[config.mk]
export PLATFORM = sky130hd
export DESIGN_NAME = tick_pacer_with_rate_meter_core
export DESIGN_NICKNAME = d
export VERILOG_FILES = /design/src/tpr_pkg.sv /design/src/tpr_div.sv /design/src/tpr_datapath.sv /design/src/tpr_ctrl.sv /design/src/tick_pacer_with_rate_meter_core.sv
export SDC_FILE = /design/constraint.sdc
export NUM_CORES = 1
export LEC_CHECK = 0
export ABC_AREA = 1
export BUFFER_PORTS_ARGS = -buffer_cell sky130_fd_sc_hd__buf_4
export CAP_MARGIN = 40
export CELL_PAD_IN_SITES_DETAIL_PLACEMENT = 0
export CELL_PAD_IN_SITES_GLOBAL_PLACEMENT = 1
export CORE_ASPECT_RATIO = 1.1
export CORE_MARGIN = 1
export CORE_UTILIZATION = 44
export CTS_CLUSTER_SIZE = 12
export DETAILED_ROUTE_END_ITERATION = 10
export PLACE_DENSITY_LB_ADDON = 0.1
export REMOVE_ABC_BUFFERS = 1
export SETUP_SLACK_MARGIN = 0.15
export SLEW_MARGIN = 20
export SYNTH_ARGS = -nofsm -noshare
export SYNTH_HDL_FRONTEND = slang
export SYNTH_SLANG_ARGS = --single-unit
[constraint.sdc]
create_clock -name i_clk -period 5 [get_ports i_clk]
set_clock_uncertainty 0.15 [all_clocks]
set_input_delay 0.25 -clock i_clk [delete_from_list [all_inputs] [get_ports i_clk]]
set_output_delay 0.25 -clock i_clk [all_outputs]
set_load 0.01 [all_outputs]
[src/tpr_pkg.sv]
// Shared types and constants for the tick pacer with rate meter.
// No dependencies; imported by every module of the block.
`timescale 1ns / 1ps

package tpr_pkg;

    localparam int CAP_W  = 10;
    localparam int TIME_W = 32;
    localparam int CNT_W  = 32;
    localparam int IDX_W  = 3;

    localparam logic [CAP_W-1:0]  MSEC_PER_SEC  = 10'd1000;
    localparam logic [CAP_W-1:0]  FAST_CAP      = 10'd120;
    localparam logic [CAP_W-1:0]  SLOW_CAP      = 10'd30;
    localparam logic [TIME_W-1:0] WINDOW_MS     = 32'd1000;
    localparam logic [3:0]        DIV_LAST      = 4'd9;

    typedef enum logic [1:0] {
        CMD_SCHEDULE = 2'd0,
        CMD_TICK     = 2'd1,
        CMD_FRAME    = 2'd2,
        CMD_RESUME   = 2'd3
    } t_cmd;

    typedef enum logic [IDX_W-1:0] {
        CFG_RATE_CAP    = 3'd0,
        CFG_HARD_PAUSE  = 3'd1,
        CFG_SOFT_PAUSE  = 3'd2,
        CFG_FAST        = 3'd3,
        CFG_SLOW        = 3'd4,
        CFG_SINGLE_STEP = 3'd5
    } t_cfg_idx;

    typedef enum logic [1:0] {
        ST_IDLE = 2'd0,
        ST_DIV  = 2'd1,
        ST_DONE = 2'd2
    } t_state;

    typedef struct packed {
        logic latch;
        logic div_start;
        logic commit;
    } t_ctrl_cmd;

    typedef struct packed {
        logic div_done;
    } t_dp_status;

endpackage

[src/tpr_div.sv]
// Restoring divider, one quotient bit per cycle, for the pacing interval.
// Depends on tpr_pkg.
`timescale 1ns / 1ps

module tpr_div
    import tpr_pkg::*;
(
    input  logic             i_clk,
    input  logic             i_rst_n,
    input  logic             i_start,
    input  logic [CAP_W-1:0] i_divisor,
    output logic             o_done,
    output logic [CAP_W-1:0] o_quotient
);

    logic             r_busy, n_busy;
    logic             r_done, n_done;
    logic [3:0]       r_cnt, n_cnt;
    logic [CAP_W-1:0] r_rem, n_rem;
    logic [CAP_W-1:0] r_quo, n_quo;
    logic [CAP_W-1:0] r_div, n_div;
    logic [CAP_W:0]   w_shift;
    logic [CAP_W:0]   w_diff;

    assign w_shift = {r_rem, r_quo[CAP_W-1]};
    assign w_diff  = w_shift - {1'b0, r_div};

    always_comb begin
        n_busy = r_busy;
        n_done = 1'b0;
        n_cnt  = r_cnt;
        n_rem  = r_rem;
        n_quo  = r_quo;
        n_div  = r_div;
        if (i_start) begin
            n_busy = 1'b1;
            n_cnt  = '0;
            n_rem  = '0;
            n_quo  = MSEC_PER_SEC;
            n_div  = i_divisor;
        end else if (r_busy) begin
            if (w_shift >= {1'b0, r_div}) begin
                n_rem = w_diff[CAP_W-1:0];
                n_quo = {r_quo[CAP_W-2:0], 1'b1};
            end else begin
                n_rem = w_shift[CAP_W-1:0];
                n_quo = {r_quo[CAP_W-2:0], 1'b0};
            end
            n_cnt = r_cnt + 4'd1;
            if (r_cnt == DIV_LAST) begin
                n_busy = 1'b0;
                n_done = 1'b1;
            end
        end
    end

    always_ff @(posedge i_clk) begin
        if (!i_rst_n) begin
            r_busy <= 1'b0;
            r_done <= 1'b0;
            r_cnt  <= '0;
        end else begin
            r_busy <= n_busy;
            r_done <= n_done;
            r_cnt  <= n_cnt;
        end
        r_rem <= n_rem;
        r_quo <= n_quo;
        r_div <= n_div;
    end

    assign o_done     = r_done;
    assign o_quotient = r_quo;

endmodule

[src/tpr_datapath.sv]
// Datapath: config registers, input hold, pacing decision, rate meters, result word.
// Depends on tpr_pkg and tpr_div.
`timescale 1ns / 1ps

module tpr_datapath
    import tpr_pkg::*;
(
    input  logic              i_clk,
    input  logic              i_rst_n,
    input  t_ctrl_cmd         i_cmd,
    output t_dp_status        o_status,
    input  logic              i_cfg_we,
    input  logic [IDX_W-1:0]  i_cfg_index,
    input  logic [CAP_W-1:0]  i_cfg_data,
    input  logic [1:0]        i_command,
    input  logic [TIME_W-1:0] i_now_ms,
    input  logic              i_multi,
    input  logic              i_allow,
    input  logic              i_ready,
    output logic              o_grant,
    output logic              o_step_hold,
    output logic [CAP_W-1:0]  o_wait_left_ms,
    output logic [CNT_W-1:0]  o_tick_count,
    output logic [CNT_W-1:0]  o_tick_rate,
    output logic [CNT_W-1:0]  o_frame_count,
    output logic [CNT_W-1:0]  o_frame_rate
);

    // configuration
    logic [CAP_W-1:0] r_rate_cap;
    logic r_hard, r_soft, r_fast, r_slow, r_step_mode;

    // held input word
    t_cmd              r_in_cmd;
    logic [TIME_W-1:0] r_in_now;
    logic              r_in_multi, r_in_allow, r_in_ready;

    // block state
    logic [CNT_W-1:0]  r_tick_cnt, n_tick_cnt, r_tick_sc, n_tick_sc, r_tick_rate, n_tick_rate;
    logic [TIME_W-1:0] r_tick_st, n_tick_st;
    logic [CNT_W-1:0]  r_frm_cnt, n_frm_cnt, r_frm_sc, n_frm_sc, r_frm_rate, n_frm_rate;
    logic [TIME_W-1:0] r_frm_st, n_frm_st;
    logic [TIME_W-1:0] r_last, n_last;
    logic              r_resume, n_resume, r_armed, n_armed;

    // result word
    logic             r_run, n_run, r_blk, n_blk;
    logic [CAP_W-1:0] r_wait, n_wait;

    logic [CAP_W-1:0]  w_cap;
    logic [CAP_W-1:0]  w_interval;
    logic [TIME_W-1:0] w_elapsed;
    logic              w_div_done;

    // meter on selected counter
    logic [CNT_W-1:0]  w_m_cnt, w_m_sc, w_m_rate, w_m_n;
    logic [TIME_W-1:0] w_m_st, w_m_diff;
    logic [CNT_W-1:0]  w_mo_sc, w_mo_rate;
    logic [TIME_W-1:0] w_mo_st;

    always_comb begin
        w_cap = r_rate_cap;
        if (r_fast) w_cap = FAST_CAP;
        if (r_slow) w_cap = SLOW_CAP;
    end

    tpr_div u_div (
        .i_clk      (i_clk),
        .i_rst_n    (i_rst_n),
        .i_start    (i_cmd.div_start),
        .i_divisor  (w_cap),
        .o_done     (w_div_done),
        .o_quotient (w_interval)
    );

    assign o_status.div_done = w_div_done;
    assign w_elapsed = r_in_now - r_last;

    always_comb begin
        if (r_in_cmd == CMD_FRAME) begin
            w_m_cnt  = r_frm_cnt;
            w_m_sc   = r_frm_sc;
            w_m_st   = r_frm_st;
            w_m_rate = r_frm_rate;
        end else begin
            w_m_cnt  = r_tick_cnt;
            w_m_sc   = r_tick_sc;
            w_m_st   = r_tick_st;
            w_m_rate = r_tick_rate;
        end
        w_m_n     = w_m_cnt + 32'd1;
        w_m_diff  = r_in_now - w_m_st;
        w_mo_sc   = w_m_sc;
        w_mo_st   = w_m_st;
        w_mo_rate = w_m_rate;
        if (w_m_st == '0) begin
            w_mo_sc = w_m_n;
            w_mo_st = r_in_now;
        end else if (w_m_diff > WINDOW_MS) begin
            w_mo_st   = r_in_now;
            w_mo_rate = w_m_n - w_m_sc;
            w_mo_sc   = w_m_n;
        end
    end

    always_comb begin
        n_tick_cnt  = r_tick_cnt;
        n_tick_sc   = r_tick_sc;
        n_tick_st   = r_tick_st;
        n_tick_rate = r_tick_rate;
        n_frm_cnt   = r_frm_cnt;
        n_frm_sc    = r_frm_sc;
        n_frm_st    = r_frm_st;
        n_frm_rate  = r_frm_rate;
        n_last      = r_last;
        n_resume    = r_resume;
        n_armed     = r_armed;
        n_run       = 1'b0;
        n_blk       = 1'b0;
        n_wait      = '0;
        unique case (r_in_cmd)
            CMD_SCHEDULE: begin
                if (!r_hard) begin
                    if (r_in_multi) begin
                        if (r_in_allow) begin
                            n_last = r_in_now;
                            n_run  = 1'b1;
                        end
                    end else if (r_rate_cap != '0 &&
                                 w_elapsed < {{(TIME_W-CAP_W){1'b0}}, w_interval}) begin
                        n_wait = w_interval - w_elapsed[CAP_W-1:0];
                    end else if (!(r_soft && !r_resume)) begin
                        n_resume = 1'b0;
                        if (r_step_mode && r_armed && r_in_ready) begin
                            n_blk = 1'b1;
                        end else begin
                            if (r_step_mode) n_armed = 1'b1;
                            n_last = r_in_now;
                            n_run  = 1'b1;
                        end
                    end
                end
            end
            CMD_TICK: begin
                n_tick_cnt  = w_m_n;
                n_tick_sc   = w_mo_sc;
                n_tick_st   = w_mo_st;
                n_tick_rate = w_mo_rate;
            end
            CMD_FRAME: begin
                n_frm_cnt  = w_m_n;
                n_frm_sc   = w_mo_sc;
                n_frm_st   = w_mo_st;
                n_frm_rate = w_mo_rate;
            end
            CMD_RESUME: begin
                n_resume = 1'b1;
            end
            default: ;
        endcase
    end

    always_ff @(posedge i_clk) begin
        if (!i_rst_n) begin
            r_rate_cap  <= '0;
            r_hard      <= 1'b0;
            r_soft      <= 1'b0;
            r_fast      <= 1'b0;
            r_slow      <= 1'b0;
            r_step_mode <= 1'b0;
        end else if (i_cfg_we) begin
            unique case (i_cfg_index)
                CFG_RATE_CAP:    r_rate_cap  <= i_cfg_data;
                CFG_HARD_PAUSE:  r_hard      <= i_cfg_data[0];
                CFG_SOFT_PAUSE:  r_soft      <= i_cfg_data[0];
                CFG_FAST:        r_fast      <= i_cfg_data[0];
                CFG_SLOW:        r_slow      <= i_cfg_data[0];
                CFG_SINGLE_STEP: r_step_mode <= i_cfg_data[0];
                default: ;
            endcase
        end
    end

    always_ff @(posedge i_clk) begin
        if (i_cmd.latch) begin
            r_in_cmd   <= t_cmd'(i_command);
            r_in_now   <= i_now_ms;
            r_in_multi <= i_multi;
            r_in_allow <= i_allow;
            r_in_ready <= i_ready;
        end
        if (i_cmd.commit) begin
            r_run  <= n_run;
            r_blk  <= n_blk;
            r_wait <= n_wait;
        end
    end

    always_ff @(posedge i_clk) begin
        if (!i_rst_n) begin
            r_tick_cnt  <= '0;
            r_tick_sc   <= '0;
            r_tick_st   <= '0;
            r_tick_rate <= '0;
            r_frm_cnt   <= '0;
            r_frm_sc    <= '0;
            r_frm_st    <= '0;
            r_frm_rate  <= '0;
            r_last      <= '0;
            r_resume    <= 1'b0;
            r_armed     <= 1'b0;
        end else if (i_cmd.commit) begin
            r_tick_cnt  <= n_tick_cnt;
            r_tick_sc   <= n_tick_sc;
            r_tick_st   <= n_tick_st;
            r_tick_rate <= n_tick_rate;
            r_frm_cnt   <= n_frm_cnt;
            r_frm_sc    <= n_frm_sc;
            r_frm_st    <= n_frm_st;
            r_frm_rate  <= n_frm_rate;
            r_last      <= n_last;
            r_resume    <= n_resume;
            r_armed     <= n_armed;
        end
    end

    assign o_grant        = r_run;
    assign o_step_hold    = r_blk;
    assign o_wait_left_ms = r_wait;
    assign o_tick_count   = r_tick_cnt;
    assign o_tick_rate    = r_tick_rate;
    assign o_frame_count  = r_frm_cnt;
    assign o_frame_rate   = r_frm_rate;

endmodule

[src/tpr_ctrl.sv]
// Controller: sequences accept, interval divide and commit, and owns output valid.
// Depends on tpr_pkg.
`timescale 1ns / 1ps

module tpr_ctrl
    import tpr_pkg::*;
(
    input  logic       i_clk,
    input  logic       i_rst_n,
    input  logic       i_in_valid,
    output logic       o_in_ready,
    output logic       o_out_valid,
    input  logic       i_out_ready,
    input  t_dp_status i_status,
    output t_ctrl_cmd  o_cmd
);

    t_state r_state, n_state;
    logic   r_out_valid, n_out_valid;
    logic   w_slot_free;

    assign w_slot_free = !r_out_valid || i_out_ready;

    always_comb begin
        n_state = r_state;
        unique case (r_state)
            ST_IDLE: if (i_in_valid)        n_state = ST_DIV;
            ST_DIV:  if (i_status.div_done) n_state = ST_DONE;
            ST_DONE: if (w_slot_free)       n_state = ST_IDLE;
            default:                        n_state = ST_IDLE;
        endcase
    end

    always_comb begin
        o_in_ready      = 1'b0;
        o_cmd.latch     = 1'b0;
        o_cmd.div_start = 1'b0;
        o_cmd.commit    = 1'b0;
        unique case (r_state)
            ST_IDLE: begin
                o_in_ready      = 1'b1;
                o_cmd.latch     = i_in_valid;
                o_cmd.div_start = i_in_valid;
            end
            ST_DONE: o_cmd.commit = w_slot_free;
            default: ;
        endcase
    end

    always_comb begin
        n_out_valid = r_out_valid;
        if (o_cmd.commit)     n_out_valid = 1'b1;
        else if (i_out_ready) n_out_valid = 1'b0;
    end

    always_ff @(posedge i_clk) begin
        if (!i_rst_n) begin
            r_state     <= ST_IDLE;
            r_out_valid <= 1'b0;
        end else begin
            r_state     <= n_state;
            r_out_valid <= n_out_valid;
        end
    end

    assign o_out_valid = r_out_valid;

endmodule

[src/tick_pacer_with_rate_meter_core.sv]
// Tick pacer with rate meter: one result word per input word, stream in and out.
// A new input word is taken only in idle, once the last one has been committed;
// each waits on the 10-step shift-subtract divider that forms the 1000/cap interval.
// The output register frees the input side while a result waits to be taken.
// Reset is synchronous, active low: all config, counters and pacing state clear.
// Depends on tpr_pkg, tpr_ctrl, tpr_datapath (and tpr_div below it).
`timescale 1ns / 1ps

module tick_pacer_with_rate_meter_core
    import tpr_pkg::*;
(
    input  logic             i_clk,
    input  logic             i_rst_n,
    input  logic             s_axis_tvalid,
    output logic             s_axis_tready,
    // [31:0] now_ms, [32] multiplayer_session, [33] peers_allow,
    // [34] next_commands_ready, [39:35] zero
    input  logic [39:0]      s_axis_tdata,
    // [1:0] command
    input  logic [1:0]       s_axis_tuser,
    output logic             m_axis_tvalid,
    input  logic             m_axis_tready,
    // [0] grant, [1] step_hold, [11:2] wait_left_ms, [43:12] tick_count,
    // [75:44] tick_rate, [107:76] frame_count, [139:108] frame_rate, [143:140] zero
    output logic [143:0]     m_axis_tdata,
    input  logic             i_cfg_valid,
    output logic             o_cfg_ready,
    input  logic [IDX_W-1:0] i_cfg_index,
    input  logic [CAP_W-1:0] i_cfg_data
);

    t_ctrl_cmd        w_cmd;
    t_dp_status       w_status;
    logic             w_run, w_blk;
    logic [CAP_W-1:0] w_wait;
    logic [CNT_W-1:0] w_tick_cnt, w_tick_rate, w_frm_cnt, w_frm_rate;

    assign o_cfg_ready = 1'b1;

    tpr_ctrl u_ctrl (
        .i_clk       (i_clk),
        .i_rst_n     (i_rst_n),
        .i_in_valid  (s_axis_tvalid),
        .o_in_ready  (s_axis_tready),
        .o_out_valid (m_axis_tvalid),
        .i_out_ready (m_axis_tready),
        .i_status    (w_status),
        .o_cmd       (w_cmd)
    );

    tpr_datapath u_dp (
        .i_clk          (i_clk),
        .i_rst_n        (i_rst_n),
        .i_cmd          (w_cmd),
        .o_status       (w_status),
        .i_cfg_we       (i_cfg_valid),
        .i_cfg_index    (i_cfg_index),
        .i_cfg_data     (i_cfg_data),
        .i_command      (s_axis_tuser),
        .i_now_ms       (s_axis_tdata[31:0]),
        .i_multi        (s_axis_tdata[32]),
        .i_allow        (s_axis_tdata[33]),
        .i_ready        (s_axis_tdata[34]),
        .o_grant        (w_run),
        .o_step_hold    (w_blk),
        .o_wait_left_ms (w_wait),
        .o_tick_count   (w_tick_cnt),
        .o_tick_rate    (w_tick_rate),
        .o_frame_count  (w_frm_cnt),
        .o_frame_rate   (w_frm_rate)
    );

    assign m_axis_tdata = {4'b0000, w_frm_rate, w_frm_cnt, w_tick_rate, w_tick_cnt,
                           w_wait, w_blk, w_run};

`ifndef SYNTHESIS
    a_busy_after_accept: assert property (@(posedge i_clk) disable iff (!i_rst_n)
        s_axis_tvalid && s_axis_tready |=> !s_axis_tready)
        else $error("input accepted while an item is in flight");

    a_run_blk_exclusive: assert property (@(posedge i_clk) disable iff (!i_rst_n)
        m_axis_tvalid |-> !(m_axis_tdata[0] && m_axis_tdata[1]))
        else $error("tick granted and blocked in the same word");

    a_wait_no_run: assert property (@(posedge i_clk) disable iff (!i_rst_n)
        m_axis_tvalid && (m_axis_tdata[11:2] != '0) |-> !m_axis_tdata[0] && !m_axis_tdata[1])
        else $error("nonzero wait alongside grant or block");
`endif

endmodule
Yosys cells after proc, flatten, opt, wreduce, memory -nomap -nowiden. Cells that the tools add are included.

Flip-flop bits (word level): 393. Input bits: 60. Output and inout port bits: 147. Logic and storage cells: 148.

Add/subtract/negate cells: 7. Magnitude comparators: 3. Equal/unequal tests: 22. Mux-type cells: 42. Bitwise operators: 8. Reductions and logical operators: 32.

Operators with widths (number): $mux 32 (15); $sub 32x32->32 (3); $add 32x1->32 const B (1); $gt 32x10->1 const B (1); $logic_not 32->1 (1); $lt 32x10->1 (1); $sub 10x10->10 (2); $mux 1 (19); $reduce_and 2->1 (8); $ne 2x2->1 const B (6); $ge 11x10->1 (1); $mux 10 (1); $ne 2x1->1 const B (5); $reduce_bool 10->1 (1); $mux 2 (4); $not 1->1 (8); $reduce_and 8->1 (1); $mux 7 (1); $reduce_and 7->1 (1); $eq 2x2->1 const B (3); $eq 3x2->1 const B (2); $eq 3x3->1 const B (2); $pmux 2 s3 (1); $reduce_and 6->1 (1); other kinds (16) (25).

Logic depth before layout (Yosys ltp).
Word-level depth: 7. Mapped depth: 33. Gate-level depth less buffers: 30.

Cells and area by module. From an unflattened synthesis, not the netlist that was laid out.

Cells, all modules: 3788. Area total of the unflattened synthesis: 25465.7 sq um.

Modules (own cells, without submodules): tpr_datapath (times used 1, cells an instance 3493, area each 23227.3 sq um, sequential area each 7577.3 sq um); tpr_div (times used 1, cells an instance 266, area each 2021.9 sq um, sequential area each 820.8 sq um); tpr_ctrl (times used 1, cells an instance 20, area each 156.4 sq um, sequential area each 60.1 sq um); tick_pacer_with_rate_meter_core (times used 1, cells an instance 9, area each 60.1 sq um, sequential area each 0.0 sq um).

Worst setup path after synthesis. No wires, ideal clock.

Kind: register to register. Start point: reg u_dp.r_in_cmd[0]. End point: reg u_dp.r_tick_rate[24] (netlist: u_dp.o_tick_rate[24]). Setup time: 0.056 ns. Data arrival time: 4.419 ns. Required time: 4.794 ns. Path slack: 0.375 ns. Cell stages (with the launch flop): 27. Buffers on the path: 7. Period minus slack after synthesis: 4.625 ns. Path through: edfxtp_1 inv_1 ha_1 buf_6 buf_6 buf_6 buf_2 buf_2 clkbuf_1 clkbuf_1 o21ai_0 ha_1 inv_1 fa_1 nand3_1 a31oi_1 nor2_1 o21ai_0 a21boi_0 o21ai_0 nand2_1 o21ai_0 xor2_1 nand3_1 nand3_1 nand2_1 inv_1.

Cells in the longest elaborated chain, start to end: 6. Elaborated cells on any way between the ends: 14. Those cells by class: add/sub: 3; order compare: 1; eq/ne: 2; mux: 6; reduce/logical: 2.

RTL lines: start: declaration (line tpr_datapath.sv:34) `t_cmd r_in_cmd;`; start signal: assignment (line tpr_datapath.sv:186) `r_in_cmd <= t_cmd'(i_command);`; $eq 2x2->1 (line tpr_datapath.sv:80) `if (r_in_cmd == CMD_FRAME) begin`; $mux 32 (line tpr_datapath.sv:80); $add 32x1->32 or $sub 32x32->32 (tied branches) (line tpr_datapath.sv:91, tpr_datapath.sv:92); $sub 32x32->32 or $gt 32x10->1 (tied branches) (line tpr_datapath.sv:101, tpr_datapath.sv:99); $mux 32 (line tpr_datapath.sv:99) `end else if (w_m_diff > WINDOW_MS) begin`; $mux 32 (line tpr_datapath.sv:96) `if (w_m_st == '0) begin`; end signal: assignment (line tpr_datapath.sv:216) `r_tick_rate <= n_tick_rate;`; end: declaration (line tpr_datapath.sv:39) `logic [CNT_W-1:0] r_tick_cnt, n_tick_cnt, r_tick_sc, n_tick_sc, r_tick_rate, n_tick_rate;`.

Several ways; a longest one is shown, not always the timed one. A chain may end at the register's enable or synchronous reset.

Worst setup path after layout.
Start point: reg u_dp.r_in_cmd[1]. End point: reg u_dp.r_tick_rate[31] (netlist: u_dp.o_tick_rate[31]).

Cells in the longest elaborated chain, start to end: 6. Elaborated cells on any way between the ends: 14. Those cells by class: add/sub: 3; order compare: 1; eq/ne: 2; mux: 6; reduce/logical: 2.

RTL lines: $eq 2x2->1 (line tpr_datapath.sv:80); $mux 32 (line tpr_datapath.sv:80); $add 32x1->32 (line tpr_datapath.sv:91) `w_m_n = w_m_cnt + 32'd1;`; net u_dp.w_m_n[24] (line tpr_datapath.sv:56) `logic [CNT_W-1:0] w_m_cnt, w_m_sc, w_m_rate, w_m_n;`; $sub 32x32->32 (line tpr_datapath.sv:101) `w_mo_rate = w_m_n - w_m_sc;`; $mux 32 (line tpr_datapath.sv:99); $mux 32 (line tpr_datapath.sv:96).

The timed path passes the listed nets, and every way through them passes these cells.

==> impl_metrics.env <==
export IMPL_place_gp_congestion=0.892
export IMPL_antenna_cells=0
export IMPL_portBuffers=196
export IMPL_ys_seq_elements=393
export IMPL_core_area_mm2=0.0553
export IMPL_status="finished, final reports clean"
export IMPL_end_kind="flop"
export IMPL_routed_wirelength_mm=79.3
export IMPL_area_growth_pct=20.9
export IMPL_p_per_area_mw_per_mm2=263
export IMPL_synth_cell_types=52
export IMPL_ir_drop_mv=0.223
export IMPL_post_drt_wl_per_cell_um=17.0
export IMPL_yosysSeqAreaShare_pct=34.1
export IMPL_period_needed_ps=4590
export IMPL_drt_first_pass_iters=5
export IMPL_grtUsageTotal_pct=26.7
export IMPL_yosys_warnings=0
export IMPL_worst_setup_path_type="flop to flop"
export IMPL_synthArstFlopShare_pct=0
export IMPL_startpoint_type="flop"
export IMPL_ys_flop_type="dfxtp_1"
export IMPL_clkTransAtPathRegs_ps=60
export IMPL_die_w_um=229
export IMPL_setup_violations=0
export IMPL_maxCapViolCount=0
export IMPL_slew_headroom_pct=49.9
export IMPL_via_per_inst=5.27
export IMPL_grt_pass1_vias=24000
export IMPL_seq_power_share_pct=42.2
export IMPL_drt_iter0_drc=1305
export IMPL_swShare_pct=27.9
export IMPL_avgSynthCellArea_um2=6.78
export IMPL_crit_fanout=9
export IMPL_cts_buffer_depth=3
export IMPL_grt_antenna_before_repair=0
export IMPL_die_h_um=251
export IMPL_fin_total_pwr_w=0.00790
export IMPL_io_pins=207
export IMPL_arrival_ps=4920
export IMPL_worst_skew_pair_late_latency_ps=590
export IMPL_hold_path_class="primary input to flop"
export IMPL_fmax_mhz=218
export IMPL_power_frac_clock_pct=42.5
export IMPL_root_buffer="clkbuf_16"
export IMPL_final_nets=4088
export IMPL_rows=90
export IMPL_whs_ps=36.1
export IMPL_dp_hpwl_mm=56.2
export IMPL_fill_cells=5419
export IMPL_cts_buffers=46
export IMPL_cts_sinks=393
export IMPL_p_leak_nw=14.0
export IMPL_finalCritPeriodShare_pct=91.7
export IMPL_final_common_cell="nand2_1"
export IMPL_internal_power_w=0.00569
export IMPL_switchingPower_w=0.00220
export IMPL_synth_edf_count=59
export IMPL_dieArea_mm2=0.0574
export IMPL_worst_pin_slew_ps=751
export IMPL_syn_area_mm2=0.0248
export IMPL_cp_required_ps=5330
export IMPL_grt_pass1_wl_mm=125
export IMPL_layout_common_cells="nand2_1, inv_1, a21oi_1"
export IMPL_drive_above_1_share_pct=12.0
export IMPL_combPwrFrac_pct=15.4
export IMPL_num_vias=24600
export IMPL_drc_errors=0
export IMPL_cts_htree_levels=2
export IMPL_initial_core_util_pct=44.9
export IMPL_postRouteAntennaNets=0
export IMPL_grt_overflow=0
export IMPL_utilization_pct=54.3
export IMPL_ff2ff_setup_slack_ps=410
export IMPL_cts_tree="yes"
export IMPL_slew_viol_final=0
export IMPL_rsz0062_at_grt="true"
export IMPL_synth_cells=3660
export IMPL_finalHoldViolCount=0
export IMPL_grt_max_degree=161
## what timing repair did
item / CTS / global route
setup buffers: 5 / 9
pin swaps: 6 / 23
hold buffers: 58 / 0
hold endpoints to repair: 54 / 0
gates resized for setup: 16 / 69
setup endpoints to repair: 10 / 235
cloned: 1 / 2
## cells in the mapped netlist (2+ instances only)
cell type  number  share of area, %
and2_1          3             0.076
buf_1           8              0.12
o21a_1         41               1.2
a21oi_1       410               8.3
xor2_1         66               2.3
o21ai_1         6              0.12
inv_1         502               7.6
clkbuf_1      108               1.6
nor2_4          2             0.091
nand4_1        34              0.86
o21bai_1       12              0.36
nand3_2         6              0.24
or2_2          11              0.28
o211ai_1       21              0.63
ha_1          121               6.1
fa_1            5              0.40
clkinv_1        4             0.060
conb_1          2             0.030
nor3_1         25              0.50
a21o_1          8              0.24
buf_4          14              0.42
nand2_2         5              0.13
dfxtp_1       334                27
mux2i_1        56               2.3
a21boi_0        2             0.060
xnor2_1        19              0.67
o21ai_2         2             0.071
nor4_2          2              0.10
edfxtp_1       59               7.1
nor2_1        228               3.4
nor4_1          7              0.18
nand3b_1       10              0.30
a31oi_1         7              0.18
o21ai_0       330               6.7
buf_6          10              0.45
buf_2          30              0.60
nand2_1       821                12
nand3_1       308               6.2
nor2_2          7              0.18
nor3b_1         2             0.060
## power groups by stage
stage | clock (W) | combinational, W | sequential (W)
floorplan | 0 | 0.000773 | 0.00337
global placement | 0 | 0.00112 | 0.00340
detailed placement | 0 | 0.00114 | 0.00340
CTS | 0.00343 | 0.00119 | 0.00333
global route | 0.00355 | 0.00136 | 0.00333
finish | 0.00335 | 0.00121 | 0.00333
## through the flow
stage	std cells	instance area (um^2)	setup WS, ps	TNS [ps]
floorplan	3493	24000	-8970	-1432200
global placement	4513	27300	-16.3	-23.2
detailed placement	4514	27400	-79.7	-197
CTS	4661	29600	150	0
global route	4673	30000	85.6	0
finish	4673	30000	414	0
## critical path, stage by stage (launching register included)
cell and delay (ps):
edfxtp_1 450, ha_4 260, buf_12 180, buf_4 140
inv_4 50, nand2_1 60, nand2_2 100, nand2_2 90
nor2_4 140, nand3_2 130, nor2_4 150, nand4_2 150
nor2_2 140, nand3_2 110, nor2_4 140, nand2_2 90
xor2_1 450, ha_1 370, a21oi_1 220, o21ai_0 140
a22oi_1 160, nand3_1 120, xor2_1 170, nand3_1 110
nand3_1 90, nand2_1 70, inv_1 40
## flip-flops by register name, summed over array words and instances (netlist names), 2 cells and up
| name | cells |
|---|---|
| u_dp.r_last | 32 |
| u_dp.r_in_cmd | 2 |
| u_dp.o_frame_count | 32 |
| u_dp.r_tick_st | 32 |
| u_dp.r_tick_sc | 32 |
| u_dp.r_rate_cap | 10 |
| u_dp.u_div.o_quotient | 10 |
| u_ctrl.r_state | 2 |
| u_dp.r_frm_st | 32 |
| u_dp.o_tick_count | 32 |
| u_dp.o_frame_rate | 32 |
| u_dp.u_div.r_rem | 10 |
| u_dp.r_frm_sc | 32 |
| u_dp.r_in_now | 32 |
| u_dp.u_div.r_div | 10 |
| u_dp.o_wait_left_ms | 10 |
| u_dp.o_tick_rate | 32 |
| u_dp.u_div.r_cnt | 4 |
## per-layer routing
layer / vias up / global-route usage (%) / part of all wire [%]
met5: - / 0 / 0
met4: 0 / 9.05 / 3.0
met3: 126 / 3.20 / 4.4
met2: 529 / 47.6 / 49
met1: 11500 / 33.1 / 43
li1: 12500 / - / -
## kinds of logic (layout without fill, tap and decap cells)
kind of cell             after synthesis  after routing  synth area share (%)
other                                  2              5                0.0302
AND/OR/NAND/NOR                     1474           1474                  25.2
flip-flops                           393            393                  34.1
buffers and inverters                678            952                  10.9
adder cells (fa/ha/maj)              126            126                  6.50
AO/OA/AOI/OAI                        846            846                  18.1
XOR/XNOR                              85             85                  3.00
multiplexers                          56             56                  2.26
## worst paths after layout
check,start,to,cells after the start
worst max-delay path,u_dp.r_in_cmd[1]$_DFFE_PP_,u_dp.o_tick_rate[31]$_SDFFE_PN0P_,26
worst min register to register,u_dp.r_armed$_SDFFE_PN0P_,u_dp.r_armed$_SDFFE_PN0P_,2
worst max register to register,u_dp.r_in_cmd[1]$_DFFE_PP_,u_dp.o_tick_rate[31]$_SDFFE_PN0P_,26
worst min-delay path,i_rst_n,u_dp.r_frm_sc[27]$_SDFFE_PN0P_,3
## layout make-up
cell class	count	area [um^2]	area share, %
Clock inverter	16	129	0.429
Tap cell	736	921	3.07
Inverter	508	1910	6.37
Sequential cell	393	8460	28.2
Multi-Input combinational cell	2592	14000	46.7
Timing Repair Buffer	361	3190	10.6
Clock buffer	67	1380	4.61
(Power assumes the default switching activity.)
